==> config.mk <==
export PLATFORM = sky130hd
export DESIGN_NAME = visited_grid_nearest_unvisited
export DESIGN_NICKNAME = d
export VERILOG_FILES = /design/src/design/vgnu_pkg.sv /design/src/design/visited_grid_nearest_unvisited.sv
export SDC_FILE = /design/constraint.sdc
export NUM_CORES = 2
export LEC_CHECK = 0
export BUFFER_PORTS_ARGS = -buffer_cell sky130_fd_sc_hd__buf_2
export CAP_MARGIN = 20
export CORE_ASPECT_RATIO = 0.75
export CORE_MARGIN = 1
export CORE_UTILIZATION = 36
export CTS_BUF_LIST = sky130_fd_sc_hd__clkbuf_2
export CTS_CLUSTER_SIZE = 16
export DETAILED_ROUTE_END_ITERATION = 8
export GPL_ROUTABILITY_DRIVEN = 1
export GPL_TIMING_DRIVEN = 0
export PLACE_DENSITY_LB_ADDON = 0.08
export SYNTH_ARGS = -nofsm -noshare
export SYNTH_HDL_FRONTEND = slang
export SYNTH_SLANG_ARGS = --single-unit
==> constraint.sdc <==
create_clock -name clk -period 14.4 [get_ports clk]
set_input_delay 2.16 -clock clk [delete_from_list [all_inputs] [get_ports clk]]
set_output_delay 2.16 -clock clk [all_outputs]
set_load 0.01 [all_outputs]
==> src/design/vgnu_pkg.sv <==
package vgnu_pkg;

    localparam int MAX_GRID_N = 16;
    localparam int IDX_W      = (MAX_GRID_N > 1) ? $clog2(MAX_GRID_N) : 1;
    localparam int N_W        = IDX_W + 1;
    localparam int CELLS      = MAX_GRID_N * MAX_GRID_N;
    localparam int CELL_W     = (CELLS > 1) ? $clog2(CELLS) : 1;

    localparam int COORD_W    = 16;
    localparam int SIZE_W     = 12;
    localparam int GRID_N_W   = 5;
    localparam int TGT_W      = 18;
    localparam int CFG_IDX_W  = 3;
    localparam int CFG_DATA_W = 16;

    // mark: running multiple of the cell size compared against the offset
    localparam int ACC_W      = SIZE_W + N_W;
    localparam int MCMP_W     = (ACC_W > COORD_W) ? ACC_W : COORD_W;

    // query: doubled offset to a cell centre, its square, and the sum of two
    localparam int EX_W       = SIZE_W + N_W + 2;
    localparam int SQ_W       = 2 * EX_W;
    localparam int DIST_W     = SQ_W + 1;

    localparam logic [CFG_IDX_W-1:0] REG_GRID_N      = 3'd0;
    localparam logic [CFG_IDX_W-1:0] REG_CELL_WIDTH  = 3'd1;
    localparam logic [CFG_IDX_W-1:0] REG_CELL_HEIGHT = 3'd2;
    localparam logic [CFG_IDX_W-1:0] REG_ORIGIN_X    = 3'd3;
    localparam logic [CFG_IDX_W-1:0] REG_ORIGIN_Y    = 3'd4;

    localparam logic [GRID_N_W-1:0] GRID_N_RESET      = 5'd8;
    localparam logic [SIZE_W-1:0]   CELL_WIDTH_RESET  = 12'd256;
    localparam logic [SIZE_W-1:0]   CELL_HEIGHT_RESET = 12'd256;

    localparam logic FUNC_MARK  = 1'b0;
    localparam logic FUNC_QUERY = 1'b1;

    typedef enum logic [2:0] {
        ST_IDLE,
        ST_MARK,
        ST_QROW,
        ST_QCELL,
        ST_QDRAIN,
        ST_QDONE
    } state_t;

endpackage

==> src/design/visited_grid_nearest_unvisited.sv <==
// Mark request: after accept, the cell size is stepped along the column, then the row, up to n = min(grid_n,
// 16); a mark left of or below the grid, at n = 0 or with a zero cell size ends at accept.
// Query request: rows are scanned in turn, then a drain step and a done step; one shared squaring
// multiplier serves the row term once per row and one cell per cycle after it.
// One request at a time; in_ready is high only while idle. A result waits in an output
// register and a following mark proceeds meanwhile.
// Reset (async, active low) clears all visited bits and loads the register defaults.
module visited_grid_nearest_unvisited (
    input  logic                                    clk,
    input  logic                                    rst_n,
    input  logic                                    cfg_we,
    input  logic [vgnu_pkg::CFG_IDX_W-1:0]          cfg_index,
    input  logic [vgnu_pkg::CFG_DATA_W-1:0]         cfg_data,
    input  logic                                    in_valid,
    output logic                                    in_ready,
    input  logic                                    func,
    input  logic signed [vgnu_pkg::COORD_W-1:0]     pos_x,
    input  logic signed [vgnu_pkg::COORD_W-1:0]     pos_y,
    output logic                                    out_valid,
    input  logic                                    out_ready,
    output logic signed [vgnu_pkg::TGT_W-1:0]       target_x,
    output logic signed [vgnu_pkg::TGT_W-1:0]       target_y,
    output logic                                    found
);

    localparam int MAX_GRID_N = vgnu_pkg::MAX_GRID_N;
    localparam int IDX_W      = vgnu_pkg::IDX_W;
    localparam int N_W        = vgnu_pkg::N_W;
    localparam int CELLS      = vgnu_pkg::CELLS;
    localparam int CELL_W     = vgnu_pkg::CELL_W;
    localparam int COORD_W    = vgnu_pkg::COORD_W;
    localparam int SIZE_W     = vgnu_pkg::SIZE_W;
    localparam int GRID_N_W   = vgnu_pkg::GRID_N_W;
    localparam int TGT_W      = vgnu_pkg::TGT_W;
    localparam int MCMP_W     = vgnu_pkg::MCMP_W;
    localparam int EX_W       = vgnu_pkg::EX_W;
    localparam int SQ_W       = vgnu_pkg::SQ_W;
    localparam int DIST_W     = vgnu_pkg::DIST_W;
    localparam int DIFF_W     = COORD_W + 1;
    localparam int NCMP_W     = (GRID_N_W > N_W) ? GRID_N_W : N_W;

    // configuration
    logic [GRID_N_W-1:0]        grid_n_reg;
    logic [SIZE_W-1:0]          cell_width_reg;
    logic [SIZE_W-1:0]          cell_height_reg;
    logic signed [COORD_W-1:0]  origin_x_reg;
    logic signed [COORD_W-1:0]  origin_y_reg;

    logic [CELLS-1:0]           visited_reg, visited_next;
    vgnu_pkg::state_t           state_reg, state_next;
    logic [N_W-1:0]             n_reg, n_next;

    // mark sequencer
    logic [COORD_W-1:0]         mdx_reg, mdx_next;
    logic [COORD_W-1:0]         mdy_reg, mdy_next;
    logic                       axis_reg, axis_next;
    logic [MCMP_W-1:0]          acc_reg, acc_next;
    logic [IDX_W-1:0]           step_reg, step_next;
    logic [N_W-1:0]             cnt_reg, cnt_next;
    logic [N_W-1:0]             mcol_reg, mcol_next;

    // query sequencer
    logic signed [EX_W-1:0]     ex0_reg, ex0_next;
    logic signed [EX_W-1:0]     ex_reg, ex_next;
    logic signed [EX_W-1:0]     ey_reg, ey_next;
    logic [TGT_W-1:0]           cx0_reg, cx0_next;
    logic [TGT_W-1:0]           cx_reg, cx_next;
    logic [TGT_W-1:0]           cy_reg, cy_next;
    logic [IDX_W-1:0]           qc_reg, qc_next;
    logic [IDX_W-1:0]           qr_reg, qr_next;
    logic [SQ_W-1:0]            ey2_reg, ey2_next;
    logic [SQ_W-1:0]            sq_reg, sq_next;
    logic                       s1_valid_reg, s1_valid_next;
    logic [TGT_W-1:0]           s1_cx_reg, s1_cx_next;
    logic [TGT_W-1:0]           s1_cy_reg, s1_cy_next;
    logic [DIST_W-1:0]          best_reg, best_next;
    logic                       hit_reg, hit_next;
    logic [TGT_W-1:0]           bx_reg, bx_next;
    logic [TGT_W-1:0]           by_reg, by_next;

    // output register
    logic                       out_valid_reg, out_valid_next;
    logic [TGT_W-1:0]           tx_out_reg, tx_out_next;
    logic [TGT_W-1:0]           ty_out_reg, ty_out_next;
    logic                       found_out_reg, found_out_next;

    // combinational helpers
    logic signed [DIFF_W-1:0]   diff_x, diff_y;
    logic [N_W-1:0]             n_clamp;
    logic [TGT_W-1:0]           ox_ext, oy_ext;
    logic [COORD_W-1:0]         mdsel;
    logic                       mhit;
    logic [N_W-1:0]             mcnt_fin;
    logic [N_W-1:0]             n_m1;
    logic                       step_last, qc_last, qr_last;
    logic [CELL_W-1:0]          mark_idx, scan_idx;
    logic signed [EX_W-1:0]     mult_a;
    logic signed [SQ_W-1:0]     prod;
    logic [DIST_W-1:0]          cell_dist;
    logic                       better;

    always_ff @(posedge clk or negedge rst_n)
    begin
        if (!rst_n)
        begin
            grid_n_reg      <= vgnu_pkg::GRID_N_RESET;
            cell_width_reg  <= vgnu_pkg::CELL_WIDTH_RESET;
            cell_height_reg <= vgnu_pkg::CELL_HEIGHT_RESET;
            origin_x_reg    <= '0;
            origin_y_reg    <= '0;
        end
        else if (cfg_we)
        begin
            unique case (cfg_index)
                vgnu_pkg::REG_GRID_N:      grid_n_reg      <= cfg_data[GRID_N_W-1:0];
                vgnu_pkg::REG_CELL_WIDTH:  cell_width_reg  <= cfg_data[SIZE_W-1:0];
                vgnu_pkg::REG_CELL_HEIGHT: cell_height_reg <= cfg_data[SIZE_W-1:0];
                vgnu_pkg::REG_ORIGIN_X:    origin_x_reg    <= $signed(cfg_data[COORD_W-1:0]);
                vgnu_pkg::REG_ORIGIN_Y:    origin_y_reg    <= $signed(cfg_data[COORD_W-1:0]);
                default:                   ;
            endcase
        end
    end

    always_ff @(posedge clk or negedge rst_n)
    begin
        if (!rst_n)
        begin
            visited_reg   <= '0;
            state_reg     <= vgnu_pkg::ST_IDLE;
            s1_valid_reg  <= 1'b0;
            out_valid_reg <= 1'b0;
        end
        else
        begin
            visited_reg   <= visited_next;
            state_reg     <= state_next;
            s1_valid_reg  <= s1_valid_next;
            out_valid_reg <= out_valid_next;
        end
    end

    always_ff @(posedge clk)
    begin
        n_reg         <= n_next;
        mdx_reg       <= mdx_next;
        mdy_reg       <= mdy_next;
        axis_reg      <= axis_next;
        acc_reg       <= acc_next;
        step_reg      <= step_next;
        cnt_reg       <= cnt_next;
        mcol_reg      <= mcol_next;
        ex0_reg       <= ex0_next;
        ex_reg        <= ex_next;
        ey_reg        <= ey_next;
        cx0_reg       <= cx0_next;
        cx_reg        <= cx_next;
        cy_reg        <= cy_next;
        qc_reg        <= qc_next;
        qr_reg        <= qr_next;
        ey2_reg       <= ey2_next;
        sq_reg        <= sq_next;
        s1_cx_reg     <= s1_cx_next;
        s1_cy_reg     <= s1_cy_next;
        best_reg      <= best_next;
        hit_reg       <= hit_next;
        bx_reg        <= bx_next;
        by_reg        <= by_next;
        tx_out_reg    <= tx_out_next;
        ty_out_reg    <= ty_out_next;
        found_out_reg <= found_out_next;
    end

    always_comb
    begin
        diff_x  = DIFF_W'(pos_x) - DIFF_W'(origin_x_reg);
        diff_y  = DIFF_W'(pos_y) - DIFF_W'(origin_y_reg);
        n_clamp = (NCMP_W'(grid_n_reg) > NCMP_W'(MAX_GRID_N)) ? N_W'(MAX_GRID_N)
                                                               : N_W'(grid_n_reg);
        ox_ext  = TGT_W'(origin_x_reg);
        oy_ext  = TGT_W'(origin_y_reg);
        n_m1    = n_reg - N_W'(1);

        // mark: count the multiples of the cell size that fit in the offset
        mdsel     = axis_reg ? mdy_reg : mdx_reg;
        mhit      = MCMP_W'(mdsel) >= acc_reg;
        mcnt_fin  = cnt_reg + N_W'(mhit);
        step_last = N_W'(step_reg) == n_m1;
        mark_idx  = CELL_W'(mcnt_fin[IDX_W-1:0]) * CELL_W'(MAX_GRID_N)
                  + CELL_W'(mcol_reg[IDX_W-1:0]);

        // query scan
        qc_last   = N_W'(qc_reg) == n_m1;
        qr_last   = N_W'(qr_reg) == n_m1;
        scan_idx  = CELL_W'(qr_reg) * CELL_W'(MAX_GRID_N) + CELL_W'(qc_reg);
        mult_a    = (state_reg == vgnu_pkg::ST_QROW) ? ey_reg : ex_reg;
        prod      = SQ_W'(mult_a) * SQ_W'(mult_a);
        cell_dist = DIST_W'(sq_reg) + DIST_W'(ey2_reg);
        better    = s1_valid_reg && (!hit_reg || cell_dist < best_reg);
    end

    always_comb
    begin
        state_next     = state_reg;
        visited_next   = visited_reg;
        n_next         = n_reg;
        mdx_next       = mdx_reg;
        mdy_next       = mdy_reg;
        axis_next      = axis_reg;
        acc_next       = acc_reg;
        step_next      = step_reg;
        cnt_next       = cnt_reg;
        mcol_next      = mcol_reg;
        ex0_next       = ex0_reg;
        ex_next        = ex_reg;
        ey_next        = ey_reg;
        cx0_next       = cx0_reg;
        cx_next        = cx_reg;
        cy_next        = cy_reg;
        qc_next        = qc_reg;
        qr_next        = qr_reg;
        ey2_next       = ey2_reg;
        sq_next        = sq_reg;
        s1_valid_next  = 1'b0;
        s1_cx_next     = s1_cx_reg;
        s1_cy_next     = s1_cy_reg;
        best_next      = best_reg;
        hit_next       = hit_reg;
        bx_next        = bx_reg;
        by_next        = by_reg;
        out_valid_next = out_valid_reg && !out_ready;
        tx_out_next    = tx_out_reg;
        ty_out_next    = ty_out_reg;
        found_out_next = found_out_reg;

        // compare stage, in the cycle after the multiplier
        if (better)
        begin
            hit_next  = 1'b1;
            best_next = cell_dist;
            bx_next   = s1_cx_reg;
            by_next   = s1_cy_reg;
        end

        unique case (state_reg)
            vgnu_pkg::ST_IDLE:
            begin
                if (in_valid)
                begin
                    n_next = n_clamp;
                    if (func == vgnu_pkg::FUNC_MARK)
                    begin
                        mdx_next  = diff_x[COORD_W-1:0];
                        mdy_next  = diff_y[COORD_W-1:0];
                        axis_next = 1'b0;
                        acc_next  = MCMP_W'(cell_width_reg);
                        step_next = '0;
                        cnt_next  = '0;
                        if (n_clamp != '0 && cell_width_reg != '0 && cell_height_reg != '0
                            && !diff_x[DIFF_W-1] && !diff_y[DIFF_W-1])
                        begin
                            state_next = vgnu_pkg::ST_MARK;
                        end
                    end
                    else
                    begin
                        ex0_next = (EX_W'(diff_x) <<< 1) - $signed(EX_W'(cell_width_reg));
                        ey_next  = (EX_W'(diff_y) <<< 1) - $signed(EX_W'(cell_height_reg));
                        cx0_next = ox_ext + TGT_W'(cell_width_reg >> 1);
                        cy_next  = oy_ext + TGT_W'(cell_height_reg >> 1);
                        qr_next  = '0;
                        hit_next = 1'b0;
                        bx_next  = ox_ext;
                        by_next  = oy_ext;
                        state_next = (n_clamp == '0) ? vgnu_pkg::ST_QDONE
                                                     : vgnu_pkg::ST_QROW;
                    end
                end
            end

            vgnu_pkg::ST_MARK:
            begin
                cnt_next  = mcnt_fin;
                acc_next  = acc_reg + MCMP_W'(axis_reg ? cell_height_reg : cell_width_reg);
                step_next = step_reg + IDX_W'(1);
                if (step_last)
                begin
                    if (!axis_reg)
                    begin
                        mcol_next = mcnt_fin;
                        axis_next = 1'b1;
                        acc_next  = MCMP_W'(cell_height_reg);
                        step_next = '0;
                        cnt_next  = '0;
                    end
                    else
                    begin
                        if (mcol_reg < n_reg && mcnt_fin < n_reg)
                        begin
                            visited_next[mark_idx] = 1'b1;
                        end
                        state_next = vgnu_pkg::ST_IDLE;
                    end
                end
            end

            vgnu_pkg::ST_QROW:
            begin
                ey2_next   = prod[SQ_W-1:0];
                ex_next    = ex0_reg;
                cx_next    = cx0_reg;
                qc_next    = '0;
                state_next = vgnu_pkg::ST_QCELL;
            end

            vgnu_pkg::ST_QCELL:
            begin
                sq_next       = prod[SQ_W-1:0];
                s1_valid_next = !visited_reg[scan_idx];
                s1_cx_next    = cx_reg;
                s1_cy_next    = cy_reg;
                ex_next       = ex_reg - $signed(EX_W'({cell_width_reg, 1'b0}));
                cx_next       = cx_reg + TGT_W'(cell_width_reg);
                qc_next       = qc_reg + IDX_W'(1);
                if (qc_last)
                begin
                    if (qr_last)
                    begin
                        state_next = vgnu_pkg::ST_QDRAIN;
                    end
                    else
                    begin
                        qr_next    = qr_reg + IDX_W'(1);
                        ey_next    = ey_reg - $signed(EX_W'({cell_height_reg, 1'b0}));
                        cy_next    = cy_reg + TGT_W'(cell_height_reg);
                        state_next = vgnu_pkg::ST_QROW;
                    end
                end
            end

            vgnu_pkg::ST_QDRAIN:
            begin
                state_next = vgnu_pkg::ST_QDONE;
            end

            vgnu_pkg::ST_QDONE:
            begin
                if (!out_valid_reg || out_ready)
                begin
                    out_valid_next = 1'b1;
                    tx_out_next    = bx_reg;
                    ty_out_next    = by_reg;
                    found_out_next = hit_reg;
                    state_next     = vgnu_pkg::ST_IDLE;
                end
            end

            default:
            begin
                state_next = vgnu_pkg::ST_IDLE;
            end
        endcase
    end

    assign in_ready  = state_reg == vgnu_pkg::ST_IDLE;
    assign out_valid = out_valid_reg;
    assign target_x  = $signed(tx_out_reg);
    assign target_y  = $signed(ty_out_reg);
    assign found     = found_out_reg;

    a_visited_only_set: assert property (@(posedge clk) disable iff (!rst_n)
        $countones(visited_reg) >= $past($countones(visited_reg)))
        else $error("visited bit cleared");

    a_compare_follows_scan: assert property (@(posedge clk) disable iff (!rst_n)
        s1_valid_reg |-> $past(state_reg == vgnu_pkg::ST_QCELL))
        else $error("compare stage loaded outside the cell scan");

    a_scan_in_grid: assert property (@(posedge clk) disable iff (!rst_n)
        state_reg == vgnu_pkg::ST_QCELL |-> (N_W'(qc_reg) < n_reg && N_W'(qr_reg) < n_reg))
        else $error("scan index outside active grid");

    a_empty_gives_origin: assert property (@(posedge clk) disable iff (!rst_n)
        ($rose(out_valid_reg) && !found_out_reg) |->
        (tx_out_reg == TGT_W'(origin_x_reg) && ty_out_reg == TGT_W'(origin_y_reg)))
        else $error("no unvisited cell but target is not the origin");

endmodule
==> results.rst <==
.. list-table::
   :header-rows: 1

   * - Metric
     - Value
   * - # port buffers
     - between 90 and 100
   * - Global routing usage on met2
     - 29.3%
   * - Overall Global Routing Usage
     - 20.8%
   * - Clock root cell
     - sky130_fd_sc_hd__clkbuf_2
   * - Tmin final
     - between 10 and 15 ns
   * - CP endpoint
     - sq_reg[37]
   * - Endpoint kind of the worst setup timing path
     - register
   * - Post-synthesis cell type count
     - 80
   * - Sequential fraction of the synthesis area
     - about two fifths
   * - Number of nets in the layout
     - around 5.5k
   * - Total clock buffers created by CTS
     - between 150 and 200
   * - Clock skew
     - 0.145 ns
   * - Floorplan Core Area
     - 136000 sq um
   * - Starting density of the core
     - 36.4%
   * - Largest buffer count on any clock path
     - 3
   * - Area post-placement
     - about 53000 sq um
   * - Fmax
     - 83.5 MHz
   * - Number of levels in the clock H-tree
     - 4
   * - Gr ovfl total
     - 0
   * - Synthesis-to-layout area growth
     - 9.96%
   * - Most used cell along the critical path
     - sky130_fd_sc_hd__fa_1
   * - Area of the mapped netlist
     - roughly 50000 sq um
   * - Fraction of met3 tracks used by global routing
     - around 4.2%
   * - Worst setup slack after placement
     - 2.56 ns
   * - Setup WS post-layout
     - ~2.4 ns
   * - Global-route wire length before repair
     - roughly 220000 um
   * - Clock latency at the later pin of the worst-skew pair
     - between 1.5 and 2 ns
   * - Slew margin rel.
     - 20.5%
   * - Result of the run
     - completed
   * - Reg-to-Reg Start
     - state_reg[1]
   * - Flops & latches, synth
     - around 730
   * - Initial drt markers
     - between 2k and 2.5k
   * - Crit share post-route
     - between 80 and 90%
   * - Vias per cell
     - 5.08
   * - Antenna violations before repair
     - 5
   * - Top-level port count
     - 96
   * - RSZ-0062 raised after global routing
     - no
   * - Startpoint type of the worst setup path
     - register
   * - Post-CTS Resized
     - 0
   * - Peak-usage layer in the global routing report
     - met1
   * - Count of clock tree sinks
     - 732
   * - Via total after detailed routing
     - ~34k
   * - Floorplan die area
     - around 140000 sq um
   * - Maximum fanout along the worst path
     - 21
   * - Logic depth of the worst register-to-register path
     - 31
   * - Number of flip-flops under the largest register name
     - about 260
   * - Maximum Capacitance Violations
     - 0
   * - Required time of the critical path
     - about 16 ns
   * - Max Slew Vio Count
     - 0
   * - Row count
     - 117
   * - Half-perimeter wire length of the detailed placement result
     - 109000 um
   * - Commonest non-fill, non-tap cells in the layout
     - sky130_fd_sc_hd__inv_1, sky130_fd_sc_hd__edfxtp_1, sky130_fd_sc_hd__ha_1
   * - Number of global-route vias before repair
     - 34.8k
   * - Startpoint-to-endpoint class of the critical path
     - register to register
   * - Total wirelength of the detailed-routed design
     - 140000 um
   * - Hold/Removal Path Class
     - primary input to async pin
   * - Detail Route Antenna Nets
     - 0
   * - Worst path arrival time
     - between 10 and 15 ns
   * - Placed Cells incl. Taps
     - 6357
   * - Number of cells in the finished layout apart from fillers
     - ~6.7k
   * - Post-cts hold buffer count
     - 0
   * - Cell with the largest stage delay on the worst path
     - sky130_fd_sc_hd__clkbuf_1
   * - Number of detailed-routing iterations run before antenna repair
     - 5
   * - Count of flip-flops with a built-in enable after synthesis
     - 373
   * - Post-Route Hold Slack
     - 0.375 ns
   * - Share of flip-flops with an asynchronous set or reset
     - between 40% and 50%
   * - Yosys warning count
     - 0
   * - Chip height
     - approximately 320 um
   * - Maximum number of pins on one net before global-route repair
     - around 120
   * - Last weighted congestion value of the routability-driven placer
     - between 0.9 and 1
   * - Worst-Margin Slew
     - approximately 1.2 ns
   * - Worst reg2reg setup slack
     - approximately 2.4 ns
   * - Die Wd
     - around 430 um
   * - Crit path largest cell delay
     - 0.78 ns
   * - Share of cells above drive strength 1
     - a little over an eighth
   * - Cell count after synthesis
     - about 4.5k
   * - Average cell area after synthesis
     - about 11 sq um
   * - Global routing usage on met1
     - roughly a third
   * - Drc violations
     - 0
   * - Final non-filler cell area
     - approximately 54000 sq um
   * - Leading cell type in the layout, fill and taps excluded
     - sky130_fd_sc_hd__inv_1
   * - Nets in the synthesized netlist
     - between 5k and 6k
   * - Origin of the worst setup path
     - state_reg[1]
   * - End of the worst register-to-register path
     - sq_reg[37]
   * - Final setup violation count
     - 0
   * - TritonCTS clock tree
     - built
   * - Final hold violations
     - 0
   * - Total setup buffers inserted after CTS
     - 0
   * - Leading register cell type out of synthesis
     - sky130_fd_sc_hd__edfxtp_1
   * - Routed wire per std cell
     - about 21 um
   * - Clock-pin slew of the registers on the worst-case setup and hold paths
     - about 0.11 ns
worst min-delay path by stage:
stage	startpoint	endpoint	cells after the start
after floorplan	bx_reg[0]	target_x[0]	0
after global placement	bx_reg[13]	target_x[13]	0
after detailed placement	bx_reg[14]	target_x[14]	0
after CTS	rst_n	visited_reg[159]	1
after global routing	rst_n	visited_reg[159]	1
final	rst_n	visited_reg[159]	1
critical path, delay by kind of cell (launching register included):
kind,cells,cell delay (ns)
xor gates and xnor gates,1,0.15
DFF,1,0.34
muxes,1,0.68
and+or+nand+nor,6,1.99
buffers and inverters,9,2.80
AOI/OAI and AO/OA,6,1.74
adders and majority gates,8,3.91
cell usage after synthesis (all sizes together), types with 92 or more instances:
master / number / area share [%]
a21o: 313 / 4.7
a21oi: 173 / 1.7
clkbuf: 92 / 0.70
dfrtp: 319 / 16
edfxtp: 373 / 23
fa: 341 / 14
ha: 364 / 9.2
inv: 591 / 4.5
nand2: 353 / 2.7
nor2: 282 / 2.1
o21ai: 223 / 2.3
xnor2: 164 / 2.9
cells by family after synthesis:
kind of cell,count (synthesis),synth area share (%)
buffers and inverters,728,5.63
adder cells (fa/ha/maj),705,23.0
AO/OA/AOI/OAI,907,11.9
XOR/XNOR,239,4.24
flip-flops,732,40.4
AND/OR/NAND/NOR,952,8.68
multiplexers,193,6.18
metrics by stage:
stage	utilization, %	setup TNS [ns]
CTS	40.0	0
global route	40.0	0
finish	40.0	0
detailed placement	38.6	0
floorplan	-	0
global placement	38.4	-14.41
layer usage:
metal / part of all wire [%] / up-vias
met5: 0.0050 / -
li1: - / 16082
met3: 6.1 / 199
met4: 2.4 / 2
met2: 40 / 859
met1: 51 / 16994
layout make-up:
type	count	area (sq um)
Inverter	595	2230
Fill cell	13561	81700
Clock inverter	58	327
Antenna cell	4	10.0
Tap cell	1785	2230
Timing Repair Buffer	118	845
Multi-Input combinational cell	2996	26800
Buffer	133	556
Sequential cell	732	20000
Clock buffer	298	1490
Power is not shown: default switching activity piles up to over one toggle a cycle in this logic, so the estimate is an artifact.
